### config.mk
export PLATFORM = sky130hd
export DESIGN_NAME = smdu_ctrl
export DESIGN_NICKNAME = d
export VERILOG_FILES = /design/src/rtl/core/smdu_pkg.sv /design/src/rtl/core/smdu_ctrl.sv
export SDC_FILE = /design/constraint.sdc
export NUM_CORES = 1
export LEC_CHECK = 0
export ABC_AREA = 1
export CORE_AREA = 3 3 40 42
export CTS_CLUSTER_SIZE = 28
export DETAILED_ROUTE_END_ITERATION = 7
export DIE_AREA = 0 0 43 45
export DONT_BUFFER_PORTS = 1
export GPL_TIMING_DRIVEN = 0
export HOLD_SLACK_MARGIN = 0.15
export PLACE_DENSITY = 0.55
export SLEW_MARGIN = 20
export SYNTH_ARGS = -nofsm -noshare
export SYNTH_HDL_FRONTEND = slang
export SYNTH_SLANG_ARGS = --single-unit
### constraint.sdc
create_clock -name clk -period 1.5 [get_ports clk]
set_clock_uncertainty 0.15 [all_clocks]
set_input_delay 0.15 -clock clk [delete_from_list [all_inputs] [get_ports clk]]
set_output_delay 0.15 -clock clk [all_outputs]
set_load 0.005 [all_outputs]
### src/rtl/core/smdu_pkg.sv
// ----------------------------------------------------------------------------
// smdu_pkg
// operation codes and shared types for the simd multiply/divide unit
// ----------------------------------------------------------------------------
package smdu_pkg;

  typedef enum logic [3:0] {
    OP_DIV     = 4'd0,
    OP_DIVU    = 4'd1,
    OP_MULT    = 4'd2,
    OP_MULTU   = 4'd3,
    OP_PDIVBW  = 4'd4,
    OP_PDIVUW  = 4'd5,
    OP_PDIVW   = 4'd6,
    OP_PMULTH  = 4'd7,
    OP_PMULTUW = 4'd8,
    OP_PMULTW  = 4'd9
  } op_t;

  typedef enum logic [1:0] {
    ST_IDLE,
    ST_RUN,
    ST_DONE
  } state_t;

  localparam int unsigned LANES = 4;
  localparam int unsigned WORD_W = 32;
  localparam int unsigned STEPS = 32;
  localparam logic [31:0] WORD_MASK = 32'hFFFF_FFFF;

  // per-lane setup for the serial datapath
  typedef struct packed {
    logic        is_div;
    logic        sgn_a;
    logic        sgn_b;
  } lane_mode_t;

endpackage

### src/rtl/core/smdu_ctrl.sv
// ----------------------------------------------------------------------------
// smdu_ctrl
// sequencer: accepts a beat, counts 32 serial steps, holds the result beat
// ----------------------------------------------------------------------------
module smdu_ctrl (
  input  logic clk,
  input  logic rst_n,
  input  logic in_fire,
  input  logic out_fire,
  output logic in_rdy,
  output logic load,
  output logic step,
  output logic fin,
  output logic out_vld
);

  smdu_pkg::state_t state_r, state_nxt;
  logic [5:0] cnt_r, cnt_nxt;

  always_comb begin
    state_nxt = state_r;
    unique case (state_r)
      smdu_pkg::ST_IDLE: if (in_fire) state_nxt = smdu_pkg::ST_RUN;
      smdu_pkg::ST_RUN:  if (cnt_r == 6'd32) state_nxt = smdu_pkg::ST_DONE;
      smdu_pkg::ST_DONE: if (out_fire) state_nxt = smdu_pkg::ST_IDLE;
      default:           state_nxt = smdu_pkg::ST_IDLE;
    endcase
  end

  // the lanes step while running, then fin captures the lane results
  always_comb begin
    in_rdy  = 1'b0;
    step    = 1'b0;
    out_vld = 1'b0;
    fin     = 1'b0;
    cnt_nxt = cnt_r;
    unique case (state_r)
      smdu_pkg::ST_IDLE: begin
        in_rdy  = 1'b1;
        cnt_nxt = 6'd0;
      end
      smdu_pkg::ST_RUN: begin
        step    = (cnt_r != 6'd32);
        cnt_nxt = cnt_r + 6'd1;
        fin     = (cnt_r == 6'd32);
      end
      smdu_pkg::ST_DONE: out_vld = 1'b1;
      default: ;
    endcase
  end

  assign load = in_fire;

  always_ff @(posedge clk) begin
    if (!rst_n) begin
      state_r <= smdu_pkg::ST_IDLE;
      cnt_r   <= 6'd0;
    end else begin
      state_r <= state_nxt;
      cnt_r   <= cnt_nxt;
    end
  end

endmodule

==> flow_summary.toml <==
[synthesis]
syn-instance-count = 53
async_flop_share = 0
syn_avg_cell_area_um2 = 7.790
synth_flop_cell = "dfxtp_1"
netlist_area_um2 = 412.9
yosysSeqAreaShare = 0.3879
ys_warn_count = 0
synth_edf_count = 0
syn_nets = 59
synth.distinct_cells = 19
ys_seq_elements = 8

[die]
die_x_um = 43
start_util = 0.3213
die_area_um2 = 1935
coreArea_um2 = 1285
io_pins = 9
fp.dieH_um = 45
rows = 13

[pwr]
power.density_nw_per_um2 = 880.0
seqPwrFrac = 0.525
ir_worst_vdd_mv = 0.3757
internal-power_uw = 327.7
net-switching-power_uw = 100.7
p_sw_frac = 0.2350
clkPwrFrac = 0.387
p_leak_uw = 0.0002061
combPwrFrac = 0.088

[timing]
fin_tns_setup_ps = 0
worst_pin_slew_ps = 532.5
min_period_ps = 1383
finalSetupViolations = 0
finalHoldViolations = 0
finalCritPeriodShare = 0.9222
max_slew_margin = 0.6413
clock.fmax_ghz = 0.7229
rsz0062_at_grt = "false"
slew_violations = 0

[cts]
cts_tree = "built"
clk_pin_slew_ps = 50
clock-root-buffer = "clkbuf_4"
cts_buffers = 3
cts_setup_buffers = 0
h-tree-depth = 1
clock_sinks = 8
clock_latency_ps = 250
cts_buffer_depth = 2

[layout]
nFillCells = 143
stdcell_area_um2 = 486.7
final_cells = 74
multi_input_area_um2 = 211.5
antennaDiodeCount = 0
most-common-layout-cells = "8 x inv_1, 8 x nand2_1, 7 x nor2_1, 6 x dfxtp_1"
area_growth_pct = 17.88
regArea_um2 = 162.7
fin_nets = 67
drive_above_1_share = 0.2373

[critical_path]
crit_path_start = "state_r[0]"
critPathMaxStageDelay_ps = 370
worstSetupEndpoint = "fin"
crit_path_frequent_cell = "inv_1"
path_max_fanout = 4
crit_type = "flip-flop to output port"
r2r-start = "state_r[1]"
cp_cell_sequence = "inv_1 -> nor2_2 -> nand4_1 -> inv_1"
reg2reg_depth = 2
end_kind = "output port"
start_kind = "flip-flop"
worstPathRequired_ps = 1200
r2r_slack_ps = 330
slowest_stage = "dfxtp_1"
r2r_end = "cnt_r[2]"
critical_path_arrival_ps = 1080

[grt]
grt_pass1_vias = 318
antenna_found_initial = 0
grt_overflow = 0
grt_max_degree = 6
grtUsageTotal = 0.09076
grt_pass1_wl_um = 1255

[placed_design]
place_inst = 68
hpwlAfterDp_um = 530.1
gp_congestion = 0.7377
port_buffers = 0
place_area_um2 = 431.7

[drt]
wl_um = 698
vias = 333
post_drt_wl_per_cell_um = 9.432
vias_per_cell = 4.500
antenna_left = 0
drt_iter0_markers = 4
dr.pass1.iters = 4
drcViolationCount = 0

[run]
cap_violations = 0

[status]
status = "finished clean"

[hold_path]
hold_class = "input pin to output port"
## cell type report
type,instances,share of cell area
Clock buffer,3,0.04627
Timing Repair Buffer,3,0.06170
Inverter,9,0.06941
Buffer,1,0.01542
Sequential cell,8,0.3342
Multi-Input combinational cell,35,0.4344
Tap cell,15,0.03856
## kinds of logic after synthesis
family,after synthesis,share of synthesized area
compound gates,5,0.08181
xor+xnor,3,0.06365
fa+ha+maj,2,0.06060
buf+inv,10,0.1000
flops,8,0.3879
simple gates,25,0.3061
## synthesized netlist by cell type, types with 2 or more instances
library cell	count	area, um^2
dfxtp_1	8	160.2
inv_1	8	30.03
nand2_1	8	30.03
nor2_1	7	26.28
nand4_1	3	18.77
a21oi_1	2	10.01
ha_1	2	25.02
nand2_2	2	12.51
nor2_2	2	12.51
xor2_1	2	17.52
## registers in the layout, indices dropped and copies added, names as in the netlist
| register | cells |
|---|---|
| cnt_r | 6 |
| state_r | 2 |
## power groups by stage
stage / registers (uW) / logic [uW] / clock network [uW]
global route: 225 / 42.8 / 181
CTS: 224 / 38.0 / 171
global placement: 229 / 30.8 / 0
floorplan: 227 / 26.4 / 0
detailed placement: 229 / 31.1 / 0
finish: 225 / 37.6 / 166
## how the worst min path moves through the flow
stage,start,endpoint,slack (ps),depth (start not counted)
global route,in_fire,load,240,1
finish,in_fire,load,230,1
global placement,in_fire,state_r[0],150,2
CTS,in_fire,load,230,1
detailed placement,in_fire,state_r[0],160,2
floorplan,in_fire,state_r[0],150,2
## metrics by stage
stage | hold WS (ps) | total power, uW | worst slack (ps) | util
after CTS | 234.2 | 433.0 | 68.61 | 0.3768
final | 233.0 | 428.3 | 116.7 | 0.3788
after global placement | 154.7 | 259.5 | 305.1 | 0.3359
after detailed placement | 155.3 | 259.8 | 321.6 | 0.3359
after global routing | 237.6 | 448.7 | 16.21 | 0.3788
after floorplan | 147.4 | 253.9 | 406.1 | -
## worst max-delay path: cells and delay by family (launching register included)
kind / cells / cell delay, ps
flip-flops: 1 / 370
AND/OR/NAND/NOR: 2 / 300
buffers and inverters: 2 / 160
## routing by layer
layer | vias up | GRT usage | routed length [um]
met5 | - | 0 | 0
met1 | 147 | 0.1036 | 322
met2 | 4 | 0.1347 | 335
met4 | 0 | 0.09036 | 19
li1 | 178 | - | -
met3 | 4 | 0.02390 | 22
## what timing repair did
item | in CTS | in global routing
setup endpoints to repair | 0 | 1
endpoints found under the hold margin | 8 | 0
hold buffers | 3 | 0
gates resized for setup | 0 | 2
No activity file was read; power rests on OpenSTA's default activity.
