$ cat src/rtl/core/smdu_pkg.sv
// ----------------------------------------------------------------------------
// smdu_pkg
// operation codes and shared types for the simd multiply/divide unit
// ----------------------------------------------------------------------------
package smdu_pkg;

  typedef enum logic [3:0] {
    OP_DIV     = 4'd0,
    OP_DIVU    = 4'd1,
    OP_MULT    = 4'd2,
    OP_MULTU   = 4'd3,
    OP_PDIVBW  = 4'd4,
    OP_PDIVUW  = 4'd5,
    OP_PDIVW   = 4'd6,
    OP_PMULTH  = 4'd7,
    OP_PMULTUW = 4'd8,
    OP_PMULTW  = 4'd9
  } op_t;

  typedef enum logic [1:0] {
    ST_IDLE,
    ST_RUN,
    ST_DONE
  } state_t;

  localparam int unsigned LANES = 4;
  localparam int unsigned WORD_W = 32;
  localparam int unsigned STEPS = 32;
  localparam logic [31:0] WORD_MASK = 32'hFFFF_FFFF;

  // per-lane setup for the serial datapath
  typedef struct packed {
    logic        is_div;
    logic        sgn_a;
    logic        sgn_b;
  } lane_mode_t;

endpackage

$ cat src/rtl/core/smdu_lane.sv
// ----------------------------------------------------------------------------
// smdu_lane
// one radix-2 lane, while step is high: shift-add multiply or restoring divide, one bit per cycle
// ----------------------------------------------------------------------------
module smdu_lane (
  input  logic                clk,
  input  logic                load,
  input  logic                step,
  input  smdu_pkg::lane_mode_t mode,
  input  logic [31:0]         a,
  input  logic [31:0]         b,
  output logic [63:0]         prod,
  output logic [31:0]         quo,
  output logic [31:0]         rem,
  output logic                dz
);

  logic [31:0] mb_r, mb_nxt;
  logic [63:0] acc_r, acc_nxt;
  logic        neg_q_r, neg_r_r, neg_p_r, div_r, dz_r;
  logic [31:0] abs_a, abs_b;
  logic [32:0] sum;
  logic [32:0] diff;
  logic [31:0] q_raw, r_raw;

  assign abs_a = (mode.sgn_a && a[31]) ? (~a + 32'd1) : a;
  assign abs_b = (mode.sgn_b && b[31]) ? (~b + 32'd1) : b;

  // multiply: acc = {hi, lo}; lo holds multiplier bits shifting out
  // divide: acc = {rem, quo}
  assign sum  = {1'b0, acc_r[63:32]} + (acc_r[0] ? {1'b0, mb_r} : 33'd0);
  assign diff = {acc_r[63:31]} - {1'b0, mb_r};

  always_comb begin
    mb_nxt  = mb_r;
    acc_nxt = acc_r;
    if (load) begin
      mb_nxt  = abs_b;
      acc_nxt = {32'd0, abs_a};
    end else if (step) begin
      if (div_r) begin
        if (!diff[32]) acc_nxt = {diff[31:0], acc_r[30:0], 1'b1};
        else           acc_nxt = {acc_r[62:0], 1'b0};
      end else begin
        acc_nxt = {sum, acc_r[31:1]};
      end
    end
  end

  always_ff @(posedge clk) begin
    mb_r  <= mb_nxt;
    acc_r <= acc_nxt;
    if (load) begin
      div_r   <= mode.is_div;
      neg_q_r <= (mode.sgn_a && a[31]) ^ (mode.sgn_b && b[31]);
      neg_r_r <= mode.sgn_a && a[31];
      neg_p_r <= (mode.sgn_a && a[31]) ^ (mode.sgn_b && b[31]);
      dz_r    <= (b == 32'd0);
    end
  end

  assign q_raw = acc_r[31:0];
  assign r_raw = acc_r[63:32];
  assign quo   = neg_q_r ? (~q_raw + 32'd1) : q_raw;
  assign rem   = neg_r_r ? (~r_raw + 32'd1) : r_raw;
  assign prod  = neg_p_r ? (~acc_r + 64'd1) : acc_r;
  assign dz    = dz_r;

endmodule

$ cat config.mk
export PLATFORM = sky130hd
export DESIGN_NAME = smdu_lane
export DESIGN_NICKNAME = d
export VERILOG_FILES = /design/src/rtl/core/smdu_pkg.sv /design/src/rtl/core/smdu_lane.sv
export SDC_FILE = /design/constraint.sdc
export NUM_CORES = 1
export LEC_CHECK = 0
export ABC_CLOCK_PERIOD_IN_PS = 7080
export BUFFER_PORTS_ARGS = -buffer_cell sky130_fd_sc_hd__buf_4
export CORE_ASPECT_RATIO = 0.7
export CORE_MARGIN = 1.5
export CORE_UTILIZATION = 60
export CTS_BUF_LIST = sky130_fd_sc_hd__clkbuf_8
export CTS_CLUSTER_DIAMETER = 60
export DETAILED_ROUTE_END_ITERATION = 8
export HOLD_SLACK_MARGIN = 0.12
export PLACE_DENSITY = 0.87
export SLEW_MARGIN = 20
export SYNTH_ARGS = -nofsm -noshare
export SYNTH_HDL_FRONTEND = slang
export SYNTH_SLANG_ARGS = --single-unit
$ cat constraint.sdc
create_clock -name clk -period 7.08 [get_ports clk]
set_input_delay 1.416 -clock clk [delete_from_list [all_inputs] [get_ports clk]]
set_output_delay 1.416 -clock clk [all_outputs]
set_load 0.02 [all_outputs]
==> out/metrics.cfg <==
[cells_and_area]
syn_to_final_growth_pct=12.7
drive_gt1_share_pct=16.0
insertedDiodeCount=0
nFillCells=1565
fin_nets=1767
finish.utilization_pct=69.4

[die]
die-area_sq_um=20300
core_area_sq_um=19000
die_h_microns=120
start_util_pct=61.5
io_pins=199
chipWidth_microns=170
rows=42

[synth]
synth-edff-count=68
synth_top_area_share_pct=17.5
syn_area_sq_um=11700
yosys-top-cells-area=edfxtp_1, xnor2_1, ha_1
avgSynthCellArea_sq_um=7.67
synth_common_cells=nor2_1, xnor2_1, nand2_1, o21ai_0, a21oi_1
syn_nets=1663
ys_warn_count=0
synth.distinct_cells=81
ys_ff_latch=100
synth_flop_cell=edfxtp_1
yosysSeqAreaShare_pct=23.0
syn_inst=1523
post-synth-top-count-cell=nor2_1
synthArstFlopShare_pct=0
yosysTopAreaCell=edfxtp_1

[global_routing]
overflow=0
grt_pass1_wl_mm=57.5
grt_max_degree=68
grt_pass1_vias=10600
grtUsageTotal_pct=35.9
antenna_found_initial=0

[sta]
fin_crit_ns=5.10
slew_viol_final=0
rsz0062_at_grt=no
setup_viol=0
tns_ns=0
whs_ns=0.654
fmax_mhz=196
tightest_slew_ns=1.06
hold_viol=0
relSlewSlack_pct=29.0
min_period_over_period_pct=72.1
finClkSkew_ns=0.0143

[routing]
ant_nets=0
drc=0
vias=11900
first_pass_iters=5
dr.first_iter.drc_count=1410
routed_wl_mm=36.9
vias_per_cell=6.28
wl_per_cell_microns=19.5

[cts]
cts_sinks=100
post-cts-setup-buffers=0
cts.path.max_buffers=2
cts_max_level=3
root_buffer=clkbuf_8
cts_buffers=9
clk-insertion-delay-late_ns=0.41
ctsHoldBuffers=0
cts_tree=yes
ctsResizeCount=0
clk_pin_slew_worst_paths_ns=0.12

[critical_path]
start_kind=flip-flop
reg2reg_depth=12
crit_required_ns=5.66
cp_max_fo=6
path_delay_family=simple AND/OR/NAND/NOR gates
crit_slowest_cell=edfxtp_1
path_class=reg -> out
critPathMostFrequentCell=a21oi_1
cp-end-kind=output port
crit_cells=10
crit_path_cell_trace=nor3_1 > nand4_1 > nor4_2 > nand2_1 > or4_1 > a21oi_1 > nand2_2 > a21oi_1 > xnor2_1 > buf_4
slowest_delay_ns=0.50
crit_buf_inv=1
worst-endpoint-arrival_ns=3.69

[run]
drv_cap=0

[power]
cellPowerDensity_nw_per_um2=223
irDropWorstVdd_mv=0.121
p_total_mw=2.93
p_leak_nw=5.57

[place]
gp_congestion=1.03
portBuffers=198
dp_hpwl_mm=28.5

[status]
outcome=finished clean

[worst_hold_path]
hold_class=reg -> reg
hold_depth=2

[report_power, final]
part	switching (mW)	total (mW)	internal (mW)
Sequential	0.133	0.839	0.705
Clock	0.243	0.376	0.133
Combinational	1.01	1.71	0.699
Total	1.39	2.93	1.54
[through the flow]
step	instances	setup slack, ns	instance area, sq um
floorplan	1523	2.76	11700
global placement	1880	2.69	13000
detailed placement	1880	2.54	13000
CTS	1896	2.09	13200
global route	1896	1.79	13200
finish	1896	1.98	13200
[path summary, 6_finish.rpt]
path | from | to | slack, ns
hold reg to reg | acc_r[53] | acc_r[53] | 0.65
setup / recovery | acc_r[5] | prod[49] | 1.98
setup reg to reg | mb_r[0] | acc_r[35] | 2.75
hold / removal | acc_r[53] | acc_r[53] | 0.65
[cells by family (layout without fill, tap and decap cells)]
kind of cell | count (synthesis) | after routing | synth area share (%)
AND/OR/NAND/NOR | 512 | 512 | 21.4
AO/OA/AOI/OAI | 417 | 417 | 22.1
XOR/XNOR | 195 | 195 | 14.6
buffers and inverters | 182 | 291 | 7.17
flip-flops | 100 | 100 | 23.0
adder cells (fa/ha/maj) | 70 | 70 | 7.63
multiplexers | 47 | 47 | 4.10
[metal layers]
layer	vias to the layer above	share of wire (%)	track usage [%]
met5	-	0	0
met4	0	2.6	10.7
met3	84	10	7.09
met2	643	42	51.9
met1	5565	45	53.6
li1	5613	-	-
[worst reg2reg max path: stages (launching register included)]
cell and delay [ns]:
edfxtp_1 0.51, ha_1 0.28, fa_1 0.42, nand2b_1 0.23
a21oi_1 0.27, o211ai_1 0.22, a21oi_1 0.57, nor2_1 0.26
o311ai_4 0.26, buf_4 0.49, mux2_2 0.44, a21oi_1 0.19
nor3_1 0.07
[sequential cells by signal (all words and copies together), names as in the netlist]
signal,count
mb_r,32
neg_r_r,1
dz,1
acc_r,64
div_r,1
neg_p_r,1
[layout make-up]
class                   count  area, sq um  area share, %
multi-input cells        1241         8160           62.0
inverters                  68          255           1.94
flip-flops and latches    100         2680           20.4
clock inverters             7         56.3          0.428
repair buffers            207         1550           11.8
well taps                 264          330           2.51
clock buffers               9          124          0.941
[placed cells by master (no fill, tap or decap), drive strengths merged, types with 10 or more instances in the layout]
master / count
xor2: 49
o31ai: 22
edfxtp: 68
ha: 68
or2: 12
a211oi: 18
a21oi: 116
nand2b: 25
or3: 23
nor2: 158
dfxtp: 32
nor2b: 12
mux2i: 40
buf: 207
nand4: 12
nand2: 143
inv: 70
nand3: 21
and3: 10
a21o: 23
or4: 17
o21bai: 12
xnor2: 146
a31oi: 14
nor4: 17
o21ai: 137
nor3: 39
o41ai: 11
o21a: 14
Note: power is estimated with default switching activity, not from simulation.
